<file path="src/rtl/core/apnn_pkg.sv">
package apnn_pkg;

    localparam int MAX_VECTORS_DEF    = 64;
    localparam int MAX_DIM_DEF        = 16;
    localparam int COMPONENT_BITS_DEF = 16;
    localparam int CFG_BITS           = 5;

    typedef struct packed {
        logic first_k;
        logic last_k;
        logic cand_first;
    } apnn_tag_t;

endpackage

</file>
<file path="src/rtl/core/apnn_cell.sv">
module apnn_cell
    import apnn_pkg::*;
#(
    parameter int W = COMPONENT_BITS_DEF
) (
    input  logic                clk,
    input  logic                shift,
    input  logic                load,
    input  logic                is_tail,
    input  logic signed [W-1:0] next_val,
    input  logic signed [W-1:0] head_val,
    input  logic signed [W-1:0] feed_val,
    output logic signed [W-1:0] val
);

    logic signed [W-1:0] val_reg;

    always_ff @(posedge clk)
    begin
        if (shift)
        begin
            if (is_tail)
                val_reg <= load ? feed_val : head_val;
            else
                val_reg <= next_val;
        end
    end

    assign val = val_reg;

endmodule

</file>
<file path="config.mk">
export PLATFORM = sky130hd
export DESIGN_NAME = apnn_cell
export DESIGN_NICKNAME = d
export VERILOG_FILES = /design/src/rtl/core/apnn_pkg.sv /design/src/rtl/core/apnn_cell.sv
export SDC_FILE = /design/constraint.sdc
export NUM_CORES = 1
export LEC_CHECK = 0
export BUFFER_PORTS_ARGS = -buffer_cell sky130_fd_sc_hd__buf_2
export CORE_MARGIN = 3
export CORE_UTILIZATION = 40
export CTS_CLUSTER_SIZE = 25
export DETAILED_ROUTE_END_ITERATION = 8
export PLACE_DENSITY = 0.82
export REMOVE_ABC_BUFFERS = 1
export SKIP_CTS_REPAIR_TIMING = 1
export SYNTH_ARGS = -nofsm -noshare
export SYNTH_HDL_FRONTEND = slang
export SYNTH_SLANG_ARGS = --single-unit
</file>
<file path="constraint.sdc">
create_clock -name clk -period 1.5 [get_ports clk]
set_clock_uncertainty 0.2 [all_clocks]
set_input_delay 0 -clock clk [delete_from_list [all_inputs] [get_ports clk]]
set_output_delay 0 -clock clk [all_outputs]
set_load 0.05 [all_outputs]
</file>
Yosys cells after proc, flatten, opt, wreduce, memory -nomap -nowiden. Cells that the tools add are included.

Output and inout port bits: 16. Bits in registers: 16. Input port bits: 52. Logic and storage cells: 3.

Multiplexer cells: 2.

Operators by type and width (number): $mux 16 (2).

Depth between registers and ports, before layout. Gate-level depths: netlist (run 1).

Depth after elaboration: 2. Gate-level depth with buffers: 4. Gate-level depth less buffers: 2.

Worst setup path after synthesis (run 1). No wires, ideal clock.

Kind: in2reg. Start point: in load. End point: reg val_reg[10] (netlist: val[10]), data pin. Setup slack: 0.539 ns. Buffers on the path: 2. Required time: 1.030 ns. Stages on the path: 4. Library setup time: 0.270 ns. Arrival: 0.490 ns. Cells stage by stage: buf_6 buf_12 mux2i_1 a21oi_1.

Longest elaborated chain between the ends: 2.

Ends and longest elaborated chain: start: declaration (RTL line apnn_cell.sv:8) `input logic load,`; $mux 16 (RTL line apnn_cell.sv:23) `val_reg <= load ? feed_val : head_val;`; $mux 16 (RTL line apnn_cell.sv:22) `if (is_tail)`; end signal: assignment (RTL line apnn_cell.sv:23); end signal: assignment (RTL line apnn_cell.sv:25) `val_reg <= next_val;`; end: declaration (RTL line apnn_cell.sv:16) `logic signed [W-1:0] val_reg;`.

No other way between the ends. A chain may end at the register's enable or synchronous reset.

Worst setup path in the final report (run 1).
Start point: in feed_val[2]. End point: reg val_reg[2] (netlist: val[2]), data pin.

Longest elaborated chain between the ends: 2.

Ends and longest elaborated chain: start: declaration (RTL line apnn_cell.sv:12) `input logic signed [W-1:0] feed_val,`; $mux 16 (RTL line apnn_cell.sv:23); $mux 16 (RTL line apnn_cell.sv:22).

No other way between the ends.

==> metrics.cfg, run 1 <==
[run_status]
status = complete, no violations

[die]
io_pins = 68
placement_rows = 15
die_y_microns = 51.44
die_w_microns = 51.44
start_util_pct = 44.90
core_sq_um = 1839
fp.dieArea_sq_um = 2646

[detailed_routing]
initialDrtViolationCount = 30
firstDrtPassIters = 4
num_vias = 1103
vias_per_cell = 5.303
remaining_drc_errors = 0
drtAntennaViolNets = 0
routedWlPerCell_microns = 19.00
wl_microns = 3953

[pwr]
p_sw_share_pct = 33.80
switchingPower_uw = 423.8
powerDensity_nw_per_um2 = 755.1
peakVddDrop_mv = 0.7379
internal_power_uw = 830.0
pwr-share-comb_pct = 37.7
p_leak_uw = 0.0007869
seqPwrFrac_pct = 44.5
power_frac_clock_pct = 17.8

[global_routing]
track_usage_pct = 15.95
antenna_found_initial = 0
grt.overflow.total = 0
grt_max_degree = 33
grt_pass1_vias = 737
grt_pass1_wl_microns = 3105

[min_path]
min_from = is_tail
holdPathEnd = val[5]
whs_path_depth = 2
hold_class = in -> reg

[timing]
finalSetupViolCount = 0
fmax_mhz = 827.6
rsz0062_at_grt = false
timing.hold.ws_ns = 0.09788
hold_viol = 0
slew_headroom_pct = 64.92
layout_min_cycle_time_ns = 1.208
worstMarginPinSlew_ns = 0.5263
finalCritPeriodShare_pct = 80.55
slew_violations = 0
tns_ns = 0

[finish]
final_cell_mix = 67 x buf_2, 49 x dlygate4sd3_1
final_common_cell = buf_2
drive_gt1_share_pct = 38.25
areaGrowthSynthToFinish_pct = 101.1
fillers = 81
final_nets = 237
largest_reg_flops = 16
n_antenna_cell = 0

[synthesis]
synthesis.instances = 69
synthSimpleGateAreaFrac_pct = 7.273
synth_mux_area_share_pct = 19.39
synth_top_family_by_area = multiplexers
synth_cell_type_count = 8
synthXorXnorAreaFrac_pct = 0
synthAdderAreaFrac_pct = 0
syn_avg_cell_area_sq_um = 11.97
syn_area_sq_um = 825.8
yosysSeqAreaShare_pct = 58.18
synth_compound_area_share_pct = 9.697
ys_seq_elements = 16
ys_warn_count = 0

[placement]
gp_congestion = 0.6517
post-dp-hpwl_microns = 1752
io_buffers = 67

[cts]
clockBufferDepth = 2
cts_buffers = 3
clockRootBuffer = clkbuf_4
htreeDepth = 1
cts_tree = built
cts.sinks = 16
path_clk_slew_ns = 0.09

[worst_setup_path]
critical_path.max_fanout = 1
required_ns = 1.31
worstSetupStartpointType = input pin
worstSetupPathType = in -> reg
crit_path_end_kind = flip-flop
arrival_ns = 1.02

[flow_run]
max-cap-violations = 0

==> worst max-delay path, stage by stage <==
cell and delay, ns:
dlygate4sd3_1 0.54, buf_2 0.14, mux2i_1 0.22, a21oi_1 0.11
==> kinds of logic (layout without fill, tap and decap cells) <==
logic type / Yosys count / count (layout)
AND/OR/NAND/NOR: 16 / 16
flip-flops: 16 / 16
buffers and inverters: 5 / 119
multiplexers: 16 / 16
AO/OA/AOI/OAI: 16 / 16
==> routing by layer <==
| layer | GRT usage [%] | vias to the layer above | share of wire (%) |
|---|---|---|---|
| li1 | - | 484 | - |
| met1 | 16.35 | 504 | 37 |
| met2 | 29.03 | 97 | 46 |
| met3 | 4.956 | 18 | 12 |
| met4 | 7.424 | 0 | 4.5 |
| met5 | 0 | - | 0 |
==> metrics by stage <==
step                      setup slack (ns)  cell area, sq um  utilization, %  total power (uW)  instances
after floorplan                     0.6994             780.7               -             771.7         64
after global placement              0.3075              1147           62.38             902.9        156
after global routing                0.2949              1660           90.27              1299        208
after detailed placement            0.2392              1147           62.38             912.2        156
after CTS                           0.4099              1170           63.61              1122        159
final                               0.2917              1660           90.27              1254        208
==> cells in the mapped netlist <==
library cell  instances  share of area [%]
clkbuf_1              1               0.45
a21oi_1              16                9.7
nor2_1               16                7.3
buf_12                1                2.4
mux2i_1              16                 19
buf_2                 2                1.2
buf_6                 1                1.4
edfxtp_1             16                 58
==> cell type report <==
class                           instances  area [sq um]  area share [%]
Clock buffer                            3         22.52           1.356
Timing Repair Buffer                  116         825.8           49.74
Multi-Input combinational cell         48         300.3           18.09
Tap cell                               25         31.28           1.884
Sequential cell                        16         480.5           28.94
==> how the worst max path moves through the flow <==
stage	slack (ns)	start	endpoint
final	0.29	feed_val[2]	val[2]
after global routing	0.29	feed_val[2]	val[2]
after detailed placement	0.24	load	val[8]
after CTS	0.41	val[1]	val[1]
after global placement	0.31	load	val[8]
after floorplan	0.70	val[0]	val[0]
==> power groups by stage <==
stage,combinational [uW],clock (uW),sequential (uW)
after global placement,341,0,562
after floorplan,53.7,0,718
after detailed placement,349,0,564
after global routing,492,246,561
after CTS,350,219,553
final,473,223,558
(Power assumes the default switching activity.)
==> inputs of run 2 (changes only) <==
--- a/config.mk
+++ b/config.mk
@@ -5,12 +5,13 @@
 export SDC_FILE = /design/constraint.sdc
 export NUM_CORES = 1
 export LEC_CHECK = 0
+export ABC_AREA = 1
 export BUFFER_PORTS_ARGS = -buffer_cell sky130_fd_sc_hd__buf_2
 export CORE_MARGIN = 3
-export CORE_UTILIZATION = 40
+export CORE_UTILIZATION = 37
 export CTS_CLUSTER_SIZE = 25
 export DETAILED_ROUTE_END_ITERATION = 8
-export PLACE_DENSITY = 0.82
+export PLACE_DENSITY = 0.76
 export REMOVE_ABC_BUFFERS = 1
 export SKIP_CTS_REPAIR_TIMING = 1
 export SYNTH_ARGS = -nofsm -noshare
==> constraint.sdc (replaced) <==
create_clock -name clk -period 1 [get_ports clk]
set_clock_uncertainty 0.2 [all_clocks]
set_input_delay 0 -clock clk [delete_from_list [all_inputs] [get_ports clk]]
set_output_delay 0 -clock clk [all_outputs]
set_load 0.05 [all_outputs]
==> run 2 against run 1 <==
Compared with the run above: the run now ends with hold timing, setup timing left; sequential cell count is the same; non-clock buffer count shrank 32; sequential power up 52%; setup slack lost 0.35 ns; core utilization down 26 points; combinational power increased by 47%; routed wire length down 28%; largest cell class unchanged.
==> metrics.cfg, run 2 <==
[run_status]
status = finished with violations
violations = hold timing, setup timing

[worst_setup_path]
worstSetupStartpointType = flip-flop
crit_path_end_kind = output port
required_ns = 0.80
arrival_ns = 0.85
crit_chain = buf_6
crit_path_top_delay_cell = edfxtp_1
crit_buf_inv = 1
crit_family = flip-flops
worstSetupPathType = reg -> out
cpPeakStageDelay_ns = 0.41
critical_path.max_fanout = 1

[finish]
final_cell_mix = 64 x nand2_1, 51 x buf_2, 32 x inv_1
design_area_sq_um = 1610
final_util_pct = 64.41
final_common_cell = nand2_1
n_antenna_cell = 0
final_nets = 271
drive_gt1_share_pct = 33.49
largest_reg_flops = 16
stdcell_count = 248
areaGrowthSynthToFinish_pct = 63.53
fillers = 225

[timing]
finalSetupViolCount = 16
timing.hold.ws_ns = -0.1178
hold_viol = 32
tns_ns = -0.5638
fin_ws_ns = -0.05499
slew_headroom_pct = 75.85
worstMarginPinSlew_ns = 0.3623
slew_violations = 0
fmax_mhz = 947.9
rsz0062_at_grt = true
layout_min_cycle_time_ns = 1.055
finalCritPeriodShare_pct = 105.5

[synthesis]
syn_area_sq_um = 984.7
syn_avg_cell_area_sq_um = 7.240
ys_seq_elements = 16
synth_cell_type_count = 9
synthFlopType = edfxtp_1
postSynth.asyncResetShare_pct = 0
yosys-top-cells-area = edfxtp_1 49%, nand2_1 24%, inv_1 12%
synth-edff-count = 16
yosysSeqAreaShare_pct = 48.79
synth_top_area_share_pct = 48.79
synth_common_cells = 64 x nand2_1, 32 x inv_1, 16 x edfxtp_1, 16 x nand3_1, 3 x buf_6
ys_warn_count = 0
synth.most_common_cell = nand2_1
synth_top_area_cell = edfxtp_1
synthesis.instances = 136

[min_path]
hold_class = in -> reg
whs_path_depth = 5
holdPathEnd = val[14]
min_from = head_val[14]

[detailed_routing]
remaining_drc_errors = 0
firstDrtPassIters = 4
wl_microns = 2842
num_vias = 1080
initialDrtViolationCount = 54
drtAntennaViolNets = 0
vias_per_cell = 4.355
routedWlPerCell_microns = 11.46

[cts]
clockBufferDepth = 2
cts_buffers = 3
cts_tree = built
clockRootBuffer = clkbuf_4
htreeDepth = 1
cts.sinks = 16
path_clk_slew_ns = 0.09

[pwr]
powerDensity_nw_per_um2 = 1169
p_leak_uw = 0.0009308
peakVddDrop_mv = 0.6376

[die]
die_y_microns = 57.59
fp.dieArea_sq_um = 3317
core_sq_um = 2500
placement_rows = 18
die_w_microns = 57.59
io_pins = 68
start_util_pct = 39.39

[placement]
gp_congestion = 0.7706
post-dp-hpwl_microns = 1845
dp_cells = 228
dpl-instance-area_sq_um = 1324
io_buffers = 67

[global_routing]
track_usage_pct = 14.17
grt.overflow.total = 0
antenna_found_initial = 0
grt_max_degree = 18
grt_pass1_wl_microns = 3781
grt_pass1_vias = 945

[flow_run]
max-cap-violations = 0

-- run 2: how the worst max path moves through the flow --
stage | endpoint | from | cells after the start | slack (ns)
2_1_floorplan | val[0] | val[0] | 0 | 0.20
3_3_place_gp | val[5] | load | 5 | -0.04
3_5_place_dp | val[13] | load | 5 | -0.07
4_1_cts | val[7] | val[7] | 1 | -0.08
5_1_grt | val[10] | val[10] | 1 | -0.09
6_report | val[5] | val[5] | 1 | -0.05
-- run 2: cells by family (layout without fill, tap and decap cells) --
group / count (synthesis) / after routing / synth area share [%]
buffers and inverters: 40 / 122 / 18.68
AND/OR/NAND/NOR: 80 / 80 / 32.53
flip-flops: 16 / 16 / 48.79
-- run 2: routing by layer --
metal  share of wire [%]  global-route usage [%]  up-vias
met5                   0                       0        -
met4                0.74                   4.636        0
met3                 9.4                   2.941        2
met2                  48                   25.00       57
met1                  41                   17.02      457
li1                    -                       -      564
-- run 2: through the flow --
stage               total power [uW]  worst slack, ns
floorplan                       1196           0.1994
global placement                1404         -0.04395
detailed placement              1411         -0.06993
CTS                             1741         -0.07812
global route                    1967         -0.08547
finish                          1882         -0.05499
-- run 2: power breakdown --
group | total, uW | internal (uW) | switching, uW
Clock | 342 | 144 | 198
Combinational | 694 | 288 | 406
Sequential | 846 | 817 | 28.9
-- run 2: cell type report --
class / instances / area (sq um) / area share [%]
Timing Repair Buffer: 84 / 615.6 / 38.23
Sequential cell: 16 / 480.5 / 29.84
Multi-Input combinational cell: 80 / 320.3 / 19.89
Inverter: 34 / 130.1 / 8.081
Tap cell: 30 / 37.54 / 2.331
Clock buffer: 3 / 22.52 / 1.399
Clock inverter: 1 / 3.754 / 0.2331
