$ cat src/rtl/core/apnn_pkg.sv
package apnn_pkg;

    localparam int MAX_VECTORS_DEF    = 64;
    localparam int MAX_DIM_DEF        = 16;
    localparam int COMPONENT_BITS_DEF = 16;
    localparam int CFG_BITS           = 5;

    typedef struct packed {
        logic first_k;
        logic last_k;
        logic cand_first;
    } apnn_tag_t;

endpackage

$ cat src/rtl/core/apnn_dist.sv
module apnn_dist
    import apnn_pkg::*;
#(
    parameter int W       = COMPONENT_BITS_DEF,
    parameter int MAX_DIM = MAX_DIM_DEF,
    parameter int IW      = 6
) (
    input  logic                clk,
    input  logic                rst_n,
    input  logic                valid,
    input  apnn_tag_t           tag,
    input  logic [IW-1:0]       j,
    input  logic signed [W-1:0] a,
    input  logic signed [W-1:0] b,
    output logic                busy,
    output logic [IW-1:0]       best_idx
);

    localparam int DW    = W + 1;
    localparam int SQ_W  = 2 * DW;
    localparam int ACC_W = SQ_W + $clog2(MAX_DIM + 1);

    logic                 v1_reg, v2_reg;
    apnn_tag_t            t1_reg, t2_reg;
    logic [IW-1:0]        j1_reg, j2_reg;
    logic signed [DW-1:0] diff_reg;
    logic [SQ_W-1:0]      sq_reg;
    logic [ACC_W-1:0]     acc_reg, best_reg;
    logic [IW-1:0]        best_idx_reg;
    logic [ACC_W-1:0]     total;
    logic signed [SQ_W-1:0] sq_full;

    assign sq_full = SQ_W'(diff_reg) * SQ_W'(diff_reg);
    assign total   = t2_reg.first_k ? ACC_W'(sq_reg) : acc_reg + ACC_W'(sq_reg);

    always_ff @(posedge clk or negedge rst_n)
    begin
        if (!rst_n)
        begin
            v1_reg <= 1'b0;
            v2_reg <= 1'b0;
        end
        else
        begin
            v1_reg <= valid;
            v2_reg <= v1_reg;
        end
    end

    always_ff @(posedge clk)
    begin
        t1_reg   <= tag;
        j1_reg   <= j;
        diff_reg <= DW'(a) - DW'(b);
        t2_reg   <= t1_reg;
        j2_reg   <= j1_reg;
        sq_reg   <= SQ_W'(sq_full);
        if (v2_reg)
        begin
            acc_reg <= total;
            if (t2_reg.last_k && (t2_reg.cand_first || total < best_reg))
            begin
                best_reg     <= total;
                best_idx_reg <= j2_reg;
            end
        end
    end

    assign busy     = v1_reg | v2_reg;
    assign best_idx = best_idx_reg;

endmodule

$ cat config.mk
export PLATFORM = sky130hd
export DESIGN_NAME = apnn_dist
export DESIGN_NICKNAME = d
export VERILOG_FILES = /design/src/rtl/core/apnn_pkg.sv /design/src/rtl/core/apnn_dist.sv
export SDC_FILE = /design/constraint.sdc
export NUM_CORES = 1
export LEC_CHECK = 0
export BUFFER_PORTS_ARGS = -buffer_cell sky130_fd_sc_hd__buf_2
export CORE_ASPECT_RATIO = 1.5
export CORE_MARGIN = 3
export CORE_UTILIZATION = 55
export CTS_BUF_LIST = sky130_fd_sc_hd__clkbuf_16
export CTS_CLUSTER_DIAMETER = 120
export DETAILED_ROUTE_END_ITERATION = 8
export PLACE_DENSITY = 0.69
export SETUP_SLACK_MARGIN = 0.2
export SYNTH_ARGS = -nofsm -noshare
export SYNTH_HDL_FRONTEND = slang
export SYNTH_SLANG_ARGS = --single-unit
$ cat constraint.sdc
create_clock -name clk -period 17.8 [get_ports clk]
set_input_delay 0.89 -clock clk [delete_from_list [all_inputs] [get_ports clk]]
set_output_delay 0.89 -clock clk [all_outputs]
set_load 0.1 [all_outputs]
== After elaboration in Yosys (flattened, before gate mapping) ==
Index checks and enable logic that the tools add are counted.

* Register bits after elaboration: 155
* Output and inout port bits: 7

* Add/subtract/negate cells: 2
* Multipliers: 1
* Order comparisons: 1
* Mux-type cells: 1
* Bitwise operators: 1
* Reductions and logical operators: 3

{| class="wikitable"
|+ Operators with widths
! operator !! count
|-
| $add A39 B34 Y39 || 1
|-
| $lt A39 B39 Y1 || 1
|-
| $mux W39 || 1
|-
| $mul A17 B17 Y34 || 1
|-
| $sub A16 B16 Y17 || 1
|-
| $reduce_and A2 Y1 || 1
|-
| $logic_and A1 B1 Y1 || 1
|-
| $logic_or A1 B1 Y1 || 1
|-
| $or A1 B1 Y1 || 1
|}

== Depth between registers and ports, before layout ==
Gate-level depths: netlist (run 1).

* Depth after elaboration: 6
* Mapped depth: 24
* Depth with buffers taken out: 24

== Worst setup path after synthesis (run 1) ==
OpenSTA, ideal clock, no wires.

* Kind: register to register
* Start: register acc_reg[0]
* End: register best_idx_reg[0] (netlist: best_idx[0]), enable pin
* Library setup time: 0.475 ns
* Arrival: 6.010 ns
* Data required time: 17.325 ns
* Setup slack: 11.315 ns
* Cell stages (with the launch flop): 21
* Path buffers: 0
* Cells stage by stage: edfxtp_1 ha_1 ha_1 a211oi_1 o211a_1 nor3_1 or4b_4 nand3_1 a21oi_2 xnor2_1 o21ai_0 ha_1 a21o_1 a21o_1 a21o_1 a21oi_1 nor2b_1 o21ai_0 nand2_1 a41o_1 a31oi_1

* Cells in the longest elaborated chain, start to end: 6

{| class="wikitable"
|+ RTL lines
! what !! line !! text
|-
| from (decl) || apnn_dist.sv:28 || <nowiki>logic [ACC_W-1:0] acc_reg, best_reg;</nowiki>
|-
| from (signal assigned) || apnn_dist.sv:60 || <nowiki>acc_reg <= total;</nowiki>
|-
| $add A39 B34 Y39 || apnn_dist.sv:34 || <nowiki>assign total = t2_reg.first_k ? ACC_W'(sq_reg) : acc_reg + ACC_W'(sq_reg);</nowiki>
|-
| $mux W39 || apnn_dist.sv:34 ||
|-
| net total[32] || apnn_dist.sv:30 || <nowiki>logic [ACC_W-1:0] total;</nowiki>
|-
| $lt A39 B39 Y1 || apnn_dist.sv:61 || <nowiki>if (t2_reg.last_k && (t2_reg.cand_first || total < best_reg))</nowiki>
|-
| $logic_or A1 B1 Y1 || apnn_dist.sv:61 ||
|-
| $logic_and A1 B1 Y1 || apnn_dist.sv:61 ||
|-
| $reduce_and A2 Y1 (no line) || -- ||
|-
| to (signal assigned) || apnn_dist.sv:64 || <nowiki>best_idx_reg <= j2_reg;</nowiki>
|-
| to (decl) || apnn_dist.sv:29 || <nowiki>logic [IW-1:0] best_idx_reg;</nowiki>
|}

The timed path passes the listed nets, and every way through them passes these cells.
A chain may end at the register's enable or synchronous reset.

== Worst setup path after layout (run 1) ==
* Start: register diff_reg[16]
* End: register sq_reg[33]

* Cells in the longest elaborated chain, start to end: 1

{| class="wikitable"
|+ RTL lines
! what !! line !! text
|-
| from (decl) || apnn_dist.sv:26 || <nowiki>logic signed [DW-1:0] diff_reg;</nowiki>
|-
| from (signal assigned) || apnn_dist.sv:54 || <nowiki>diff_reg <= DW'(a) - DW'(b);</nowiki>
|-
| $mul A17 B17 Y34 || apnn_dist.sv:33 || <nowiki>assign sq_full = SQ_W'(diff_reg) * SQ_W'(diff_reg);</nowiki>
|-
| net sq_full[33] || apnn_dist.sv:31 || <nowiki>logic signed [SQ_W-1:0] sq_full;</nowiki>
|-
| to (signal assigned) || apnn_dist.sv:57 || <nowiki>sq_reg <= SQ_W'(sq_full);</nowiki>
|-
| to (decl) || apnn_dist.sv:27 || <nowiki>logic [SQ_W-1:0] sq_reg;</nowiki>
|}

The timed path passes the listed nets, and every way through them passes these cells.

==> run_results.csv, run 1 <==
group,metric,value,unit
yosys,netlist_instances,1798,
floorplan,num_rows,79,
finish,seq_area,3940,um2
detailed_routing,dr.pass1.iters,5,
floorplan,core_area,31300,um2
finish,fin_util,60.5,%
detailed_routing,drtIter0Drc,455,
sta,period_needed,6.94,ns
finish,num_antenna_cells,0,
yosys,synth_top_family_by_area,"adder cells",
global_route,grt_antenna_before_repair,1,
critical_path,slowest_delay,0.98,ns
yosys,synth_top_flop_cell,"edfxtp_1",
critical_path,worst_ep_required_time,18.10,ns
critical_path,cp_cell_sequence,"nand2_1 -> fa_1 -> inv_1 -> fa_1 -> inv_1 -> fa_1 -> fa_1 -> fa_1 -> fa_1 -> inv_1 -> ha_1 -> a21oi_1 -> o21bai_1 -> a21oi_1 -> o21ai_0 -> a21o_1 -> a21oi_1 -> a311oi_2 -> xnor2_1",
critical_path,worstSetupStartpointType,"register",
cts,root_buffer,"clkbuf_16",
yosys,synth.area.top_cells,"fa_1, edfxtp_1, ha_1, inv_1, dfxtp_1",
cts,holdBufCountCts,0,
finish,multi_input_area,12000,um2
yosys,synth.area.mux_share,0.120,%
critical_path,crit_slowest_cell,"dfxtp_1",
floorplan,start_util,56.5,%
finish,fillers,2629,
yosys,synth_most_common_cell,"inv_1",
cts,clock-sinks,154,
cts,cts_buffers,17,
yosys,synthXorXnorAreaFrac,4.41,%
placed_design,gp_congestion,0.914,
yosys,ys_seq_area_share,22.2,%
sta,maxSlewViolCount,0,
sta,skew,0.0127,ns
yosys,yosys.area.top_type_share,30.1,%
yosys,synth_edf_count,84,
placed_design,dpl_worst_slack,10.80,ns
sta,rsz0062_at_grt,"false",
detailed_routing,drc,0,
outcome,status,"finished clean",
critical_path,path_buf_inv,3,
sta,worst_pin_slew,1.00,ns
worst_hold_path,hp-class,"input pin to async pin",
cts,clk_path_buf_depth,2,
detailed_routing,ant_nets,0,
finish,drive_gt1_share,6.58,%
global_route,grt_pass1_wl,59500,um
yosys,synth_nets,2290,
sta,setup_violations,0,
detailed_routing,wl_per_cell,15.3,um
detailed_routing,totalWireLength,34600,um
global_route,track_usage,21.4,%
sta,fmax,144,MHz
yosys,yosysUniqueCellTypes,70,
critical_path,critical_path_arrival,7.25,ns
yosys,synth-compound-area-share,10.4,%
floorplan,io_pins,51,
cts,cts_max_level,4,
placed_design,hpwl,28400,um
cts,path_clk_slew,0.07,ns
yosys,synthTopCellsByCount,"inv_1, fa_1, ha_1, nand2_1, edfxtp_1",
sta,fin_ws,10.86,ns
cts,postCtsSetupBuffers,0,
yosys,ys_ff_latch,154,
finish,area_growth,7.11,%
finish,final_nets,2332,
yosys,synth.avg_cell_area,9.84,um2
floorplan,die-area,34400,um2
critical_path,crit_family,"adder cells",
yosys,synth_top_area_cell,"fa_1",
cts,clk-insertion-delay-late,0.43,ns
detailed_routing,vias,11800,
critical_path,setup.worst_path.class,"register to register",
yosys,synth-simple-area-share,9.91,%
sta,whs,0.229,ns
critical_path,crit_top_cell,"fa_1",
critical_path,endpoint_kind,"register",
global_route,grt-ovfl-total,0,
placed_design,port_buffers,50,
detailed_routing,vias_per_cell,5.24,
cts,cts_tree,"built",
yosys,syn_area,17700,um2
floorplan,die_w,152,um
yosys,async_flop_share,1.30,%
yosys,synth_adder_area_share,43.0,%
global_route,grt_pass1_vias,12800,
sta,finalCritPeriodShare,39.0,%
flow_run,max-cap-violations,0,
sta,fin_tns_setup,0,ns
critical_path,worstPathMaxFanout,33,
cts,cts-resized-gates,0,
sta,maxSlewHeadroom,33.0,%
sta,hold_violations,0,
floorplan,die_y,226,um
yosys,ys_warn_count,0,
global_route,grt_max_degree,72,
[cells by family after synthesis]
group / Yosys count
simple gates: 363
mux: 2
fa+ha+maj: 448
buf+inv: 464
xor+xnor: 89
flops: 154
compound gates: 278
[routing by layer]
| layer | global-route usage (%) | wire length [um] | up-vias |
|---|---|---|---|
| met5 | 0 | 7 | - |
| met2 | 40.2 | 18400 | 198 |
| met3 | 3.14 | 1110 | 62 |
| met4 | 7.77 | 1180 | 2 |
| li1 | - | - | 5766 |
| met1 | 24.8 | 14000 | 5811 |
[placed cells by master, fill, tap and decap left out, types with 5 or more instances in the layout]
cell,n
a31o_2,8
o21ai_1,13
o21a_1,12
fa_1,266
dfxtp_1,67
nor2b_1,22
xor2_1,26
and2_1,56
o211ai_1,5
or3_1,8
o21ai_0,69
and3_1,5
a31oi_1,5
buf_4,5
inv_1,434
a21oi_1,70
nor3_1,10
a211oi_1,9
nand2_1,149
ha_1,182
o21bai_1,10
nand2b_1,14
a21o_1,35
edfxtp_1,84
xnor2_1,63
nor2_1,63
buf_2,50
nand3_1,8
clkbuf_16,20
nand4_1,12
[area by class of cell]
cell class | count | area share [%]
clock inverters | 12 | 0.442
flip-flops and latches | 154 | 20.8
repair buffers | 55 | 1.52
clock buffers | 20 | 2.64
inverters | 432 | 8.56
multi-input cells | 1180 | 63.4
well taps | 405 | 2.67
[metrics by stage]
step	cell area, um2	cells
6_report	19000	2258
3_3_place_gp	18400	2226
4_1_cts	19000	2258
3_5_place_dp	18400	2226
5_1_grt	19000	2258
2_1_floorplan	17700	1798
[worst paths after layout]
kind / slack, ns / depth (start not counted) / to / from
max in group asynchronous: 17.47 / 1 / v1_reg / rst_n
min reg2reg: 0.33 / 0 / t2_reg[2] / t1_reg[2]
max reg2reg: 10.86 / 19 / sq_reg[33] / diff_reg[16]
min: 0.23 / 1 / v2_reg / rst_n
max: 10.86 / 19 / sq_reg[33] / diff_reg[16]
min in group clk: 0.33 / 0 / t2_reg[2] / t1_reg[2]
Power of run 1 is left out: the tool's default activity adds up to more than one toggle a clock period on the data nets, which glitch-free logic cannot reach.
==> run 2, diff against run 1 <==
--- a/config.mk
+++ b/config.mk
@@ -5,6 +5,7 @@
 export SDC_FILE = /design/constraint.sdc
 export NUM_CORES = 1
 export LEC_CHECK = 0
+export ABC_AREA = 1
 export BUFFER_PORTS_ARGS = -buffer_cell sky130_fd_sc_hd__buf_2
 export CORE_ASPECT_RATIO = 1.5
 export CORE_MARGIN = 3
@@ -12,7 +13,7 @@
 export CTS_BUF_LIST = sky130_fd_sc_hd__clkbuf_16
 export CTS_CLUSTER_DIAMETER = 120
 export DETAILED_ROUTE_END_ITERATION = 8
-export PLACE_DENSITY = 0.69
+export PLACE_DENSITY = 0.71
 export SETUP_SLACK_MARGIN = 0.2
 export SYNTH_ARGS = -nofsm -noshare
 export SYNTH_HDL_FRONTEND = slang
==> constraint.sdc (replaced) <==
create_clock -name clk -period 6.3 [get_ports clk]
set_input_delay 0.315 -clock clk [delete_from_list [all_inputs] [get_ports clk]]
set_output_delay 0.315 -clock clk [all_outputs]
set_load 0.1 [all_outputs]
==> run_results.csv, run 2 <==
group,metric,value,unit
detailed_routing,vias_per_cell,5.04,
finish,num_antenna_cells,0,
cts,clk-insertion-delay-late,0.44,ns
sta,maxSlewHeadroom,33.1,%
cts,clk_path_buf_depth,2,
yosys,synth.area.top_cells,"fa_1, inv_1, edfxtp_1, ha_1, nand2_1",
detailed_routing,drtIter0Drc,726,
yosys,yosys.area.top_type_share,27.1,%
placed_design,gp_congestion,0.981,
cts,cts_max_level,4,
critical_path,worstPathMaxFanout,6,
yosys,ys_warn_count,0,
finish,final_nets,3061,
yosys,synth_edf_count,84,
critical_path,worstSetupStartpointType,"register",
finish,seq_area,3940,um2
floorplan,die-area,38100,um2
critical_path,path_buf_inv,6,
cts,cts_buffers,17,
finish,area_growth,8.70,%
finish,layout_commonest_cell,"inv_1",
detailed_routing,totalWireLength,46200,um
critical_path,cp_cell_sequence,"buf_4 -> nand2_1 -> fa_1 -> inv_1 -> fa_1 -> buf_4 -> fa_1 -> fa_1 -> fa_1 -> inv_1 -> fa_1 -> inv_1 -> ha_1 -> nand2_1 -> nor2_2 -> inv_1 -> nor2_1 -> and3_1 -> nand2_1 -> nand3_1 -> xor2_1",
critical_path,setup.worst_path.class,"register to register",
sta,whs,0.151,ns
critical_path,crit_slowest_cell,"fa_1",
yosys,synth_nets,2987,
finish,fillers,3233,
detailed_routing,ant_nets,0,
cts,root_buffer,"clkbuf_16",
flow_run,max-cap-violations,0,
cts,path_clk_slew,0.07,ns
critical_path,critical_path_arrival,6.19,ns
floorplan,io_pins,51,
global_route,grt_pass1_vias,16600,
finish,layout_common_cells,"inv_1, nand2_1, fa_1, ha_1, nor2_1",
sta,maxSlewViolCount,0,
yosys,synthTopCellsByCount,"inv_1, nand2_1, fa_1, ha_1, nor2_1",
placed_design,port_buffers,50,
yosys,ys_seq_area_share,20.0,%
finish,final-instance-count-excl-fill,3054,
detailed_routing,wl_per_cell,15.1,um
finish,drive_gt1_share,7.01,%
yosys,synth.avg_cell_area,7.87,um2
yosys,synth_most_common_cell,"inv_1",
sta,worst_pin_slew,1.00,ns
yosys,yosysUniqueCellTypes,46,
detailed_routing,vias,15400,
global_route,grt_antenna_before_repair,0,
floorplan,die_y,237,um
floorplan,die_w,160,um
yosys,synth_top_flop_cell,"edfxtp_1",
critical_path,slowest_delay,0.60,ns
yosys,syn_area,19600,um2
global_route,grt-ovfl-total,0,
placed_design,place_area,20600,um2
yosys,async_flop_share,1.30,%
sta,fmax,171,MHz
detailed_routing,dr.pass1.iters,5,
finish,multi_input_area,12900,um2
critical_path,endpoint_kind,"register",
cts,clock-sinks,154,
placed_design,hpwl,40100,um
finish,final_area,21300,um2
outcome,status,"finished clean",
global_route,grt_pass1_wl,77600,um
critical_path,worst_ep_required_time,6.66,ns
placed_design,dp_cells,3012,
sta,fin_tns_setup,0,ns
sta,period_needed,5.83,ns
floorplan,core_area,35100,um2
sta,rsz0062_at_grt,"true",
floorplan,num_rows,84,
sta,setup_violations,0,
sta,skew,0.0152,ns
global_route,track_usage,25.4,%
cts,postCtsSetupBuffers,0,
yosys,ys_ff_latch,154,
yosys,netlist_instances,2495,
global_route,grt_max_degree,42,
detailed_routing,drc,0,
sta,finalCritPeriodShare,92.6,%
sta,hold_violations,0,
cts,cts_tree,"built",
worst_hold_path,hp-class,"input pin to register",
critical_path,crit_family,"adder cells",
critical_path,crit_top_cell,"fa_1",
floorplan,start_util,55.9,%
yosys,synth_top_area_cell,"fa_1",
## run 2: path summary, 6_finish.rpt
check                      cells past startpoint    startpoint           to  slack, ns
max                                           21  diff_reg[16]   sq_reg[29]       0.47
min                                            3          b[0]  diff_reg[0]       0.15
max reg2reg                                   21  diff_reg[16]   sq_reg[29]       0.47
min reg2reg                                    0     t1_reg[2]    t2_reg[2]       0.33
max in group asynchronous                      2         rst_n       v2_reg       6.01
min in group asynchronous                      2         rst_n       v2_reg       0.19
## run 2: cell families after synthesis
logic type      share of synthesized area (%)
xor+xnor                                 2.81
buf+inv                                  14.3
fa+ha+maj                                38.7
mux                                     0.153
simple gates                             18.7
flops                                    20.0
compound gates                           5.28
## run 2: cell type report
| class | count | share of cell area (%) |
|---|---|---|
| multi-input cells | 1594 | 60.5 |
| clock inverters | 14 | 0.867 |
| repair buffers | 97 | 2.95 |
| inverters | 705 | 12.4 |
| flip-flops and latches | 154 | 18.5 |
| clock buffers | 17 | 1.99 |
| well taps | 473 | 2.77 |
## run 2: layer usage
| metal | track usage (%) | part of all wire [%] |
|---|---|---|
| met5 | 0 | 0 |
| met3 | 2.55 | 2.5 |
| met2 | 50.1 | 55 |
| met4 | 13.1 | 5.6 |
| met1 | 26.2 | 37 |
## run 2: repair_timing
item                                   in CTS  in global routing
gates resized for setup                     0                 12
endpoints found under the hold margin      12                  0
hold buffers                               11                  0
setup endpoints to repair                   0                  5
## run 2: through the flow
stage	utilization [%]	worst slack, ns
2_1_floorplan	-	0.308
3_3_place_gp	58.7	0.360
3_5_place_dp	58.7	0.289
4_1_cts	60.7	0.253
5_1_grt	60.8	0.113
6_report	60.8	0.467
## run 2: worst reg2reg max path, stage by stage, from the launching register on
cell	delay, ns
dfxtp_1	0.37
buf_4	0.17
nand2_1	0.14
fa_1	0.61
inv_1	0.07
fa_1	0.51
buf_4	0.21
fa_1	0.56
fa_1	0.44
fa_1	0.54
inv_1	0.06
fa_1	0.54
inv_1	0.04
ha_1	0.35
nand2_1	0.12
nor2_2	0.17
inv_1	0.06
nor2_1	0.23
and3_1	0.20
nand2_1	0.08
nand3_1	0.13
xor2_1	0.15
Power of run 2 is left out for the same reason.
